`src/sv/assert_macros.svh`:
```
// ---------------------------------------------------------------------------
// Assertion macros
// Shared concurrent assertion helpers; empty when SYNTHESIS is defined.
// ---------------------------------------------------------------------------
`ifndef ASSERT_MACROS_SVH
`define ASSERT_MACROS_SVH

`ifndef SYNTHESIS
// Check that an antecedent implies a consequent in the same cycle
`define ASSERT_IMPLIES(label, clk, rst, ante, cons) \
   label: assert property (@(posedge clk) disable iff (rst) (ante) |-> (cons)) \
      else $error("assertion failed");
// Check that an antecedent implies a consequent in the next cycle
`define ASSERT_NEXT(label, clk, rst, ante, cons) \
   label: assert property (@(posedge clk) disable iff (rst) (ante) |=> (cons)) \
      else $error("assertion failed");
`else
`define ASSERT_IMPLIES(label, clk, rst, ante, cons)
`define ASSERT_NEXT(label, clk, rst, ante, cons)
`endif

`endif

```
`src/sv/gbn_pkg.sv`:
```
// ---------------------------------------------------------------------------
// gbn_pkg
// Types and constants of the go-back-N sender window controller.
// ---------------------------------------------------------------------------
package gbn_pkg;

   // Sequence space and window
   localparam int SEQ_NUMBERS = 20;
   localparam int WINDOW      = 10;
   localparam int SEQ_W       = $clog2(SEQ_NUMBERS);

   // Field widths
   localparam int COUNT_W   = 16;
   localparam int POLL_W    = 8;
   localparam int BYTE_W    = 8;
   localparam int CSR_IDX_W = 1;
   localparam int CSR_DAT_W = 16;

   // Register reset values
   localparam logic [COUNT_W-1:0] TOTAL_RESET   = '0;
   localparam logic [POLL_W-1:0]  TIMEOUT_RESET = POLL_W'(20);

   // Register indexes
   localparam logic [CSR_IDX_W-1:0] CSR_TOTAL_PACKETS = CSR_IDX_W'(0);
   localparam logic [CSR_IDX_W-1:0] CSR_TIMEOUT_POLLS = CSR_IDX_W'(1);

   // Commands
   typedef enum logic [1:0] {
      CMD_START = 2'd0,
      CMD_SEND  = 2'd1,
      CMD_ACK   = 2'd2,
      CMD_POLL  = 2'd3
   } cmd_type;

   typedef struct packed {
      cmd_type           command;
      logic [BYTE_W-1:0] ack_byte;
   } req_type;

   typedef struct packed {
      logic               send_grant;
      logic [4:0]         frame_seq;
      logic [COUNT_W-1:0] packet_index;
      logic               timed_out;
      logic               transfer_done;
      logic [4:0]         window_base;
   } rsp_type;

   // Configuration seen by the window logic
   typedef struct packed {
      logic [COUNT_W-1:0] total_packets;
      logic [POLL_W-1:0]  timeout_polls;
   } cfg_type;

endpackage

```
`src/sv/gbn_csr.sv`:
```
// ---------------------------------------------------------------------------
// gbn_csr
// Configuration registers: packet total and poll timeout.
// ---------------------------------------------------------------------------
module gbn_csr (
   input  logic                            clock,
   input  logic                            reset,
   input  logic                            csr_we,
   input  logic [gbn_pkg::CSR_IDX_W-1:0]   csr_index,
   input  logic [gbn_pkg::CSR_DAT_W-1:0]   csr_wdata,
   output gbn_pkg::cfg_type                cfg
);
   import gbn_pkg::*;

   logic [COUNT_W-1:0] total_ff, total_in;
   logic [POLL_W-1:0]  timeout_ff, timeout_in;

   // Decode register writes
   always_comb begin
      total_in   = total_ff;
      timeout_in = timeout_ff;
      if (csr_we) begin
         case (csr_index)
            CSR_TOTAL_PACKETS: total_in   = csr_wdata[COUNT_W-1:0];
            CSR_TIMEOUT_POLLS: timeout_in = csr_wdata[POLL_W-1:0];
            default: ;
         endcase
      end
   end

   always_ff @(posedge clock) begin
      if (reset) begin
         total_ff   <= TOTAL_RESET;
         timeout_ff <= TIMEOUT_RESET;
      end else begin
         total_ff   <= total_in;
         timeout_ff <= timeout_in;
      end
   end

   assign cfg.total_packets = total_ff;
   assign cfg.timeout_polls = timeout_ff;

endmodule

```
`src/sv/gbn_window.sv`:
```
// ---------------------------------------------------------------------------
// gbn_window
// Window state and single-pass step logic: start, send, ack, poll, done check.
// ---------------------------------------------------------------------------
module gbn_window (
   input  logic              clock,
   input  logic              reset,
   input  logic              step_en,
   input  gbn_pkg::req_type  req,
   input  gbn_pkg::cfg_type  cfg,
   output gbn_pkg::rsp_type  rsp
);
   import gbn_pkg::*;

   logic [SEQ_NUMBERS-1:0] acked_ff, acked_in;
   logic [SEQ_W-1:0]       next_seq_ff, next_seq_in;
   logic [SEQ_W-1:0]       base_seq_ff, base_seq_in;
   logic [COUNT_W-1:0]     sent_ff, sent_in, sent_pre;
   logic [POLL_W-1:0]      polls_ff, polls_in;

   logic [SEQ_W:0]         outst_wide;
   logic [SEQ_W-1:0]       outstanding;
   logic [BYTE_W-1:0]      ack_idx;
   logic [SEQ_W-1:0]       idx;
   logic                   ack_ok;
   logic [POLL_W:0]        poll_cnt;
   logic [SEQ_W:0]         win_off;

   // Distance from base to next, modulo the sequence space
   always_comb begin
      if (next_seq_ff >= base_seq_ff) begin
         outst_wide = {1'b0, next_seq_ff} - {1'b0, base_seq_ff};
      end else begin
         outst_wide = {1'b0, next_seq_ff} + (SEQ_W+1)'(SEQ_NUMBERS) - {1'b0, base_seq_ff};
      end
      outstanding = outst_wide[SEQ_W-1:0];
   end

   assign ack_idx  = req.ack_byte - BYTE_W'(1);
   assign idx      = ack_idx[SEQ_W-1:0];
   assign ack_ok   = (req.ack_byte != '0) && (req.ack_byte <= BYTE_W'(SEQ_NUMBERS));
   assign poll_cnt = {1'b0, polls_ff} + (POLL_W+1)'(1);

   // Apply one command, then check for completion
   always_comb begin
      acked_in    = acked_ff;
      next_seq_in = next_seq_ff;
      base_seq_in = base_seq_ff;
      sent_pre    = sent_ff;
      polls_in    = polls_ff;
      win_off     = '0;
      rsp         = '0;

      case (req.command)
         CMD_START: begin
            acked_in    = '1;
            next_seq_in = '0;
            base_seq_in = '0;
            sent_pre    = '0;
            polls_in    = '0;
         end
         CMD_SEND: begin
            if (outstanding < SEQ_W'(WINDOW) && acked_ff[next_seq_ff] &&
                sent_ff < cfg.total_packets) begin
               rsp.send_grant            = 1'b1;
               rsp.frame_seq             = 5'(next_seq_ff + SEQ_W'(1));
               rsp.packet_index          = sent_ff;
               acked_in[next_seq_ff]     = 1'b0;
               next_seq_in = (next_seq_ff == SEQ_W'(SEQ_NUMBERS-1)) ? '0
                                                          : next_seq_ff + SEQ_W'(1);
               sent_pre    = sent_ff + COUNT_W'(1);
            end
         end
         CMD_ACK: begin
            polls_in = '0;
            if (ack_ok) begin
               if (base_seq_ff <= idx) begin
                  // mark base..idx acknowledged
                  for (int j = 0; j < SEQ_NUMBERS; j++) begin
                     if (SEQ_W'(j) >= base_seq_ff && SEQ_W'(j) <= idx) begin
                        acked_in[j] = 1'b1;
                     end
                  end
                  base_seq_in = (idx == SEQ_W'(SEQ_NUMBERS-1)) ? '0 : idx + SEQ_W'(1);
               end else if (!acked_ff[idx]) begin
                  // wrapped ack: mark base..end and 0..idx
                  for (int j = 0; j < SEQ_NUMBERS; j++) begin
                     if (SEQ_W'(j) >= base_seq_ff || SEQ_W'(j) <= idx) begin
                        acked_in[j] = 1'b1;
                     end
                  end
                  base_seq_in = idx + SEQ_W'(1);
               end
            end
         end
         CMD_POLL: begin
            if (poll_cnt > {1'b0, cfg.timeout_polls}) begin
               // go back: reopen the window and rewind to base
               polls_in = '0;
               for (int j = 0; j < SEQ_NUMBERS; j++) begin
                  if (SEQ_W'(j) >= base_seq_ff) begin
                     win_off = (SEQ_W+1)'(j) - {1'b0, base_seq_ff};
                  end else begin
                     win_off = (SEQ_W+1)'(j + SEQ_NUMBERS) - {1'b0, base_seq_ff};
                  end
                  if (win_off < (SEQ_W+1)'(WINDOW)) begin
                     acked_in[j] = 1'b1;
                  end
               end
               sent_pre    = (sent_ff >= COUNT_W'(outstanding))
                             ? sent_ff - COUNT_W'(outstanding) : '0;
               next_seq_in = base_seq_ff;
               rsp.timed_out = 1'b1;
            end else begin
               polls_in = poll_cnt[POLL_W-1:0];
            end
         end
         default: ;
      endcase

      // Completion: everything sent and acknowledged
      sent_in = sent_pre;
      if (sent_pre == cfg.total_packets && (&acked_in)) begin
         rsp.transfer_done = 1'b1;
         sent_in           = '0;
      end
      rsp.window_base = 5'(base_seq_in);
   end

   always_ff @(posedge clock) begin
      if (reset) begin
         acked_ff    <= '1;
         next_seq_ff <= '0;
         base_seq_ff <= '0;
         sent_ff     <= '0;
         polls_ff    <= '0;
      end else if (step_en) begin
         acked_ff    <= acked_in;
         next_seq_ff <= next_seq_in;
         base_seq_ff <= base_seq_in;
         sent_ff     <= sent_in;
         polls_ff    <= polls_in;
      end
   end

endmodule

```
`src/sv/go_back_n_sender_window.sv`:
```
// ---------------------------------------------------------------------------
// go_back_n_sender_window
// Go-back-N sender window controller with registered request and response.
// ---------------------------------------------------------------------------
// Usage:
//   Requests arrive on req_valid/req_stall/req_payload (command, ack_byte);
//   one response per request leaves on rsp_valid/rsp_stall/rsp_payload.
//   A request is taken at an edge with valid high and stall low.
//   The csr_ port writes total_packets (index 0) and timeout_polls (index 1);
//   write it only while no request is in flight.
//   A taken request waits in the request register; its step result is then
//   loaded into the response register, which drives rsp_valid/rsp_payload.
//   Throughput: one request per cycle unless rsp_stall holds the response;
//   the whole step (bitmap masks over the twenty sequence entries, counters,
//   completion check) is one pass of logic between the two registers.
//   Reset (synchronous) marks every entry acknowledged, clears the window
//   and counters, loads total_packets 0 and timeout_polls 20.
//   When rsp_stall is high the response holds; the request register still
//   takes one more request, then req_stall rises until the response drains.
// ---------------------------------------------------------------------------
`include "assert_macros.svh"

module go_back_n_sender_window (
   input  logic                            clock,
   input  logic                            reset,
   input  logic                            req_valid,
   output logic                            req_stall,
   input  gbn_pkg::req_type                req_payload,
   output logic                            rsp_valid,
   input  logic                            rsp_stall,
   output gbn_pkg::rsp_type                rsp_payload,
   input  logic                            csr_we,
   input  logic [gbn_pkg::CSR_IDX_W-1:0]   csr_index,
   input  logic [gbn_pkg::CSR_DAT_W-1:0]   csr_wdata
);
   import gbn_pkg::*;

   logic     in_valid_ff, in_valid_in;
   req_type  in_ff, in_in;
   logic     out_valid_ff, out_valid_in;
   rsp_type  out_ff, out_in;
   logic     step_en;
   logic     req_take;
   cfg_type  cfg;
   rsp_type  step_rsp;

   gbn_csr u_csr (
      .clock     (clock),
      .reset     (reset),
      .csr_we    (csr_we),
      .csr_index (csr_index),
      .csr_wdata (csr_wdata),
      .cfg       (cfg)
   );

   gbn_window u_window (
      .clock   (clock),
      .reset   (reset),
      .step_en (step_en),
      .req     (in_ff),
      .cfg     (cfg),
      .rsp     (step_rsp)
   );

   // Advance when a request is held and the response register is free
   assign step_en   = in_valid_ff && (!out_valid_ff || !rsp_stall);
   assign req_stall = in_valid_ff && !step_en;
   assign req_take  = req_valid && !req_stall;

   // Request register: load on take, drop once processed
   always_comb begin
      in_in       = req_take ? req_payload : in_ff;
      in_valid_in = req_take || (in_valid_ff && !step_en);
   end

   // Response register: load on step, drop once taken
   always_comb begin
      out_in       = step_en ? step_rsp : out_ff;
      out_valid_in = step_en || (out_valid_ff && rsp_stall);
   end

   always_ff @(posedge clock) begin
      if (reset) begin
         in_valid_ff  <= 1'b0;
         out_valid_ff <= 1'b0;
      end else begin
         in_valid_ff  <= in_valid_in;
         out_valid_ff <= out_valid_in;
      end
   end

   always_ff @(posedge clock) begin
      in_ff  <= in_in;
      out_ff <= out_in;
   end

   assign rsp_valid   = out_valid_ff;
   assign rsp_payload = out_ff;

   // A response appears only after a processed request
   `ASSERT_IMPLIES(a_rsp_from_step, clock, reset, $rose(rsp_valid), $past(step_en))
   // A held request is neither lost nor altered while it waits
   `ASSERT_NEXT(a_req_hold, clock, reset, in_valid_ff && !step_en,
                in_valid_ff && $stable(in_ff))
   // A stalled response stays valid
   `ASSERT_NEXT(a_rsp_hold, clock, reset, rsp_valid && rsp_stall, rsp_valid)
   // No frame number without a grant
   `ASSERT_IMPLIES(a_seq_grant, clock, reset, rsp_valid && !rsp_payload.send_grant,
                   rsp_payload.frame_seq == 5'd0)

endmodule

```
`config.mk`:
```
export PLATFORM = sky130hd
export DESIGN_NAME = go_back_n_sender_window
export DESIGN_NICKNAME = d
export VERILOG_FILES = /design/src/sv/gbn_pkg.sv /design/src/sv/gbn_csr.sv /design/src/sv/gbn_window.sv /design/src/sv/go_back_n_sender_window.sv
export VERILOG_INCLUDE_DIRS = /design/src /design/src/sv
export SDC_FILE = /design/constraint.sdc
export NUM_CORES = 1
export LEC_CHECK = 0
export BUFFER_PORTS_ARGS = -buffer_cell sky130_fd_sc_hd__buf_2
export CORE_ASPECT_RATIO = 0.5
export CORE_MARGIN = 8
export CORE_UTILIZATION = 30
export CTS_CLUSTER_DIAMETER = 40
export DETAILED_ROUTE_END_ITERATION = 10
export PLACE_DENSITY = 0.47
export REMOVE_ABC_BUFFERS = 1
export SYNTH_ARGS = -nofsm -noshare
export SYNTH_HDL_FRONTEND = slang
export SYNTH_SLANG_ARGS = --single-unit
```
`constraint.sdc`:
```
create_clock -name clock -period 11.2 [get_ports clock]
set_input_delay 1.12 -clock clock [delete_from_list [all_inputs] [get_ports clock]]
set_output_delay 1.12 -clock clock [all_outputs]
set_load 0.02 [all_outputs]
```
==> results by group <==
Finish
  • Commonest non-fill, non-tap cell in the layout: nand2_1
  • # fillers: 3767
  • Commonest non-fill, non-tap cells in the layout: 152 x nand2_1, 113 x a21oi_1, 110 x nor2_1
  • Layout net count: 1498
  • Core Util, Final: 0.3382
  • P&R area growth vs syn: 11.85%
  • Layout cell share with drive strength beyond 1: 0.1180
  • N_diodes: 0

Synth
  • Avg Cell Area, Syn: 7.856 um2
  • Synth async-reset ratio: 0
  • Largest area contributor in the netlist: dfxtp_1
  • Main synth FF type: dfxtp_1
  • Synth unique cells: 88
  • Sequential fraction of the synthesis area: 0.2574
  • Post-synth EDFFs: 39
  • Top cell type's share of synthesized area: 0.1487
  • Mapped Area: 0.01077 mm2
  • Cells after Synth: 1371
  • Largest cells by area after synthesis: dfxtp_1 15%, edfxtp_1 11%, ha_1 8.8%, nand2_1 5.3%, a21oi_1 5.3%
  • YS warnings: 0
  • Yosys reg bits: 119

Clock network
  • Total CTS buffers: 17
  • CTS root buffer: clkbuf_16
  • Post CTS Setup Buffer Count: 0
  • CTS tree: built
  • # resized after CTS: 0
  • H-tree depth: 4
  • Clk_lat worst skew: 0.43 ns
  • Clock tree buffer depth: 2
  • Hold Buf Count CTS: 0
  • Num Clock Sinks: 119
  • CTS clk-pin slew, worst paths: 0.07 ns

Place
  • Placer Congestion: 0.9699
  • I/O Buffers: 62
  • Detailed placement HPWL: 31000 um
  • Pre-CTS setup slack: 3.787 ns

Power and ir drop
  • PD cells: 118.5 mW/mm2
  • Peak supply drop: 0.07356 mV
  • Static Leakage: 4.473 nW

STA
  • Fin crit period: 7.688 ns
  • Skew final: 0.009511 ns
  • TNS Setup: 0 ns
  • Slew Limit Fails: 0
  • Fmax: 0.1301 GHz
  • RSZ-0062 raised after global routing: no
  • Fin. Hold Viols: 0
  • Final setup fails: 0
  • Final critical-path setup slack: 3.512 ns
  • Worst-Margin Slew: 1.263 ns
  • Period utilisation layout: 0.6865
  • Max-slew headroom: 0.1504

Route
  • First-iteration detailed-routing DRC count: 1238
  • Drt first pass iters: 6
  • DR vias: 11068
  • Post-DRT Antenna Nets: 0
  • Drt wl/cell: 22.41 um
  • Vias per inst: 5.881
  • Final wirelength: 42170 um
  • # DRC: 0

GRT
  • Grt ovf: 0
  • Largest net degree at the start of global routing: 71
  • First-pass GRT wire length: 64880 um
  • Antenna violations before repair: 0
  • Vias in the first global route: 10485
  • Total track usage: 0.1930

Worst setup path
  • Worst Setup Start Kind: register
  • Crit-path max FO: 19
  • Critical path endpoint category: register
  • Crit Path Category: register to register
  • Critical Path RT: 11.50 ns
  • Register-to-register setup slack: 3.51 ns
  • Arrival time worst endpoint: 7.99 ns

Die
  • Core footprint: 0.03562 mm2
  • Initial Utilization: 0.3024
  • Total die area: 0.04259 mm2
  • Number of placement rows: 49
  • Die height: 150.0 um
  • Die width: 284.0 um
  • I/O Pins: 63

Outcome
  • Status: finished clean

Hold path
  • Hold Path Class: register to register

Run
  • MaxCap Viol Count: 0
-- logic make-up after synthesis --
logic type / Yosys count / synth area share
adders and majority gates: 92 / 0.1078
xor gates and xnor gates: 48 / 0.03973
and+or+nand+nor: 490 / 0.2258
DFF: 119 / 0.2574
AOI/OAI and AO/OA: 447 / 0.2878
buffers and inverters: 161 / 0.06029
muxes: 14 / 0.02114
-- worst paths after layout --
kind / startpoint / to / depth (start not counted)
setup reg to reg: u_window.base_seq_ff[1] / u_window.sent_ff[15] / 21
hold / removal: u_csr.timeout_ff[7] / u_csr.timeout_ff[7] / 2
setup / recovery: u_window.base_seq_ff[1] / u_window.sent_ff[15] / 21
hold reg to reg: u_csr.timeout_ff[7] / u_csr.timeout_ff[7] / 2
-- layout make-up --
cell class	instances	area, um2	share of cell area
Timing Repair Buffer	87	498.0	0.04134
Inverter	69	259.0	0.02150
Clock buffer	17	425.4	0.03531
Multi-Input combinational cell	1091	7366	0.6114
Tap cell	484	605.6	0.05027
Sequential cell	119	2773	0.2302
Clock inverter	15	120.1	0.009971
-- registers in the layout, indices dropped and copies added, names as in the netlist, 5 cells and up --
signal and flops:
in_ff 10, rsp_payload 29, u_csr.timeout_ff 8, u_csr.total_ff 16, u_window.acked_ff 20, u_window.base_seq_ff 5, u_window.next_seq_ff 5, u_window.polls_ff 8
u_window.sent_ff 16
-- stage by stage --
stage,total power [mW],hold slack [ns],area (um2),std cells
finish,1.427,0.4554,12050,1882
global route,1.493,0.4797,12050,1882
CTS,1.433,0.4571,12050,1882
detailed placement,0.9070,0.4482,11500,1850
global placement,0.9026,0.4392,11500,1850
floorplan,0.7551,0.4303,10380,1279
-- per-layer routing --
layer / up-vias / global-route usage / part of all wire
li1: 5168 / - / -
met1: 5339 / 0.2638 / 0.46
met2: 488 / 0.3070 / 0.45
met3: 73 / 0.03729 / 0.071
met4: 0 / 0.05800 / 0.022
met5: - / 0 / 0
-- Yosys cell counts, types with 23 or more instances --
master and n:
inv_1 64, xnor2_1 36, o21ai_0 74, nand3_1 35, nor2_1 110, a211oi_1 23
ha_1 76, nand2_1 152, edfxtp_1 39, clkbuf_1 76, a21oi_1 113, dfxtp_1 80
nor3_1 35
-- report_power, final --
| part | internal (mW) | switching (mW) |
|---|---|---|
| clock network | 0.286 | 0.233 |
| logic | 0.139 | 0.285 |
| registers | 0.463 | 0.0215 |
| total | 0.888 | 0.539 |
-- critical path, cell delays in order (launching register included) --
cell      delay, ns
dfxtp_1        0.80
clkinv_1       0.67
ha_1           0.54
ha_1           0.25
fa_1           0.38
xnor2_1        0.14
nand2_1        0.07
o221a_2        0.27
inv_1          0.06
ha_1           0.36
nand3_1        0.12
o311ai_0       0.58
nor3_2         0.20
a211oi_1       0.79
a21oi_1        0.21
nand2_1        0.16
nor2_1         0.05
or4_1          0.42
nor4_1         0.62
nand3_2        0.27
o21ai_2        0.41
o21ai_0        0.15
Note: power is estimated with default switching activity, not from simulation.
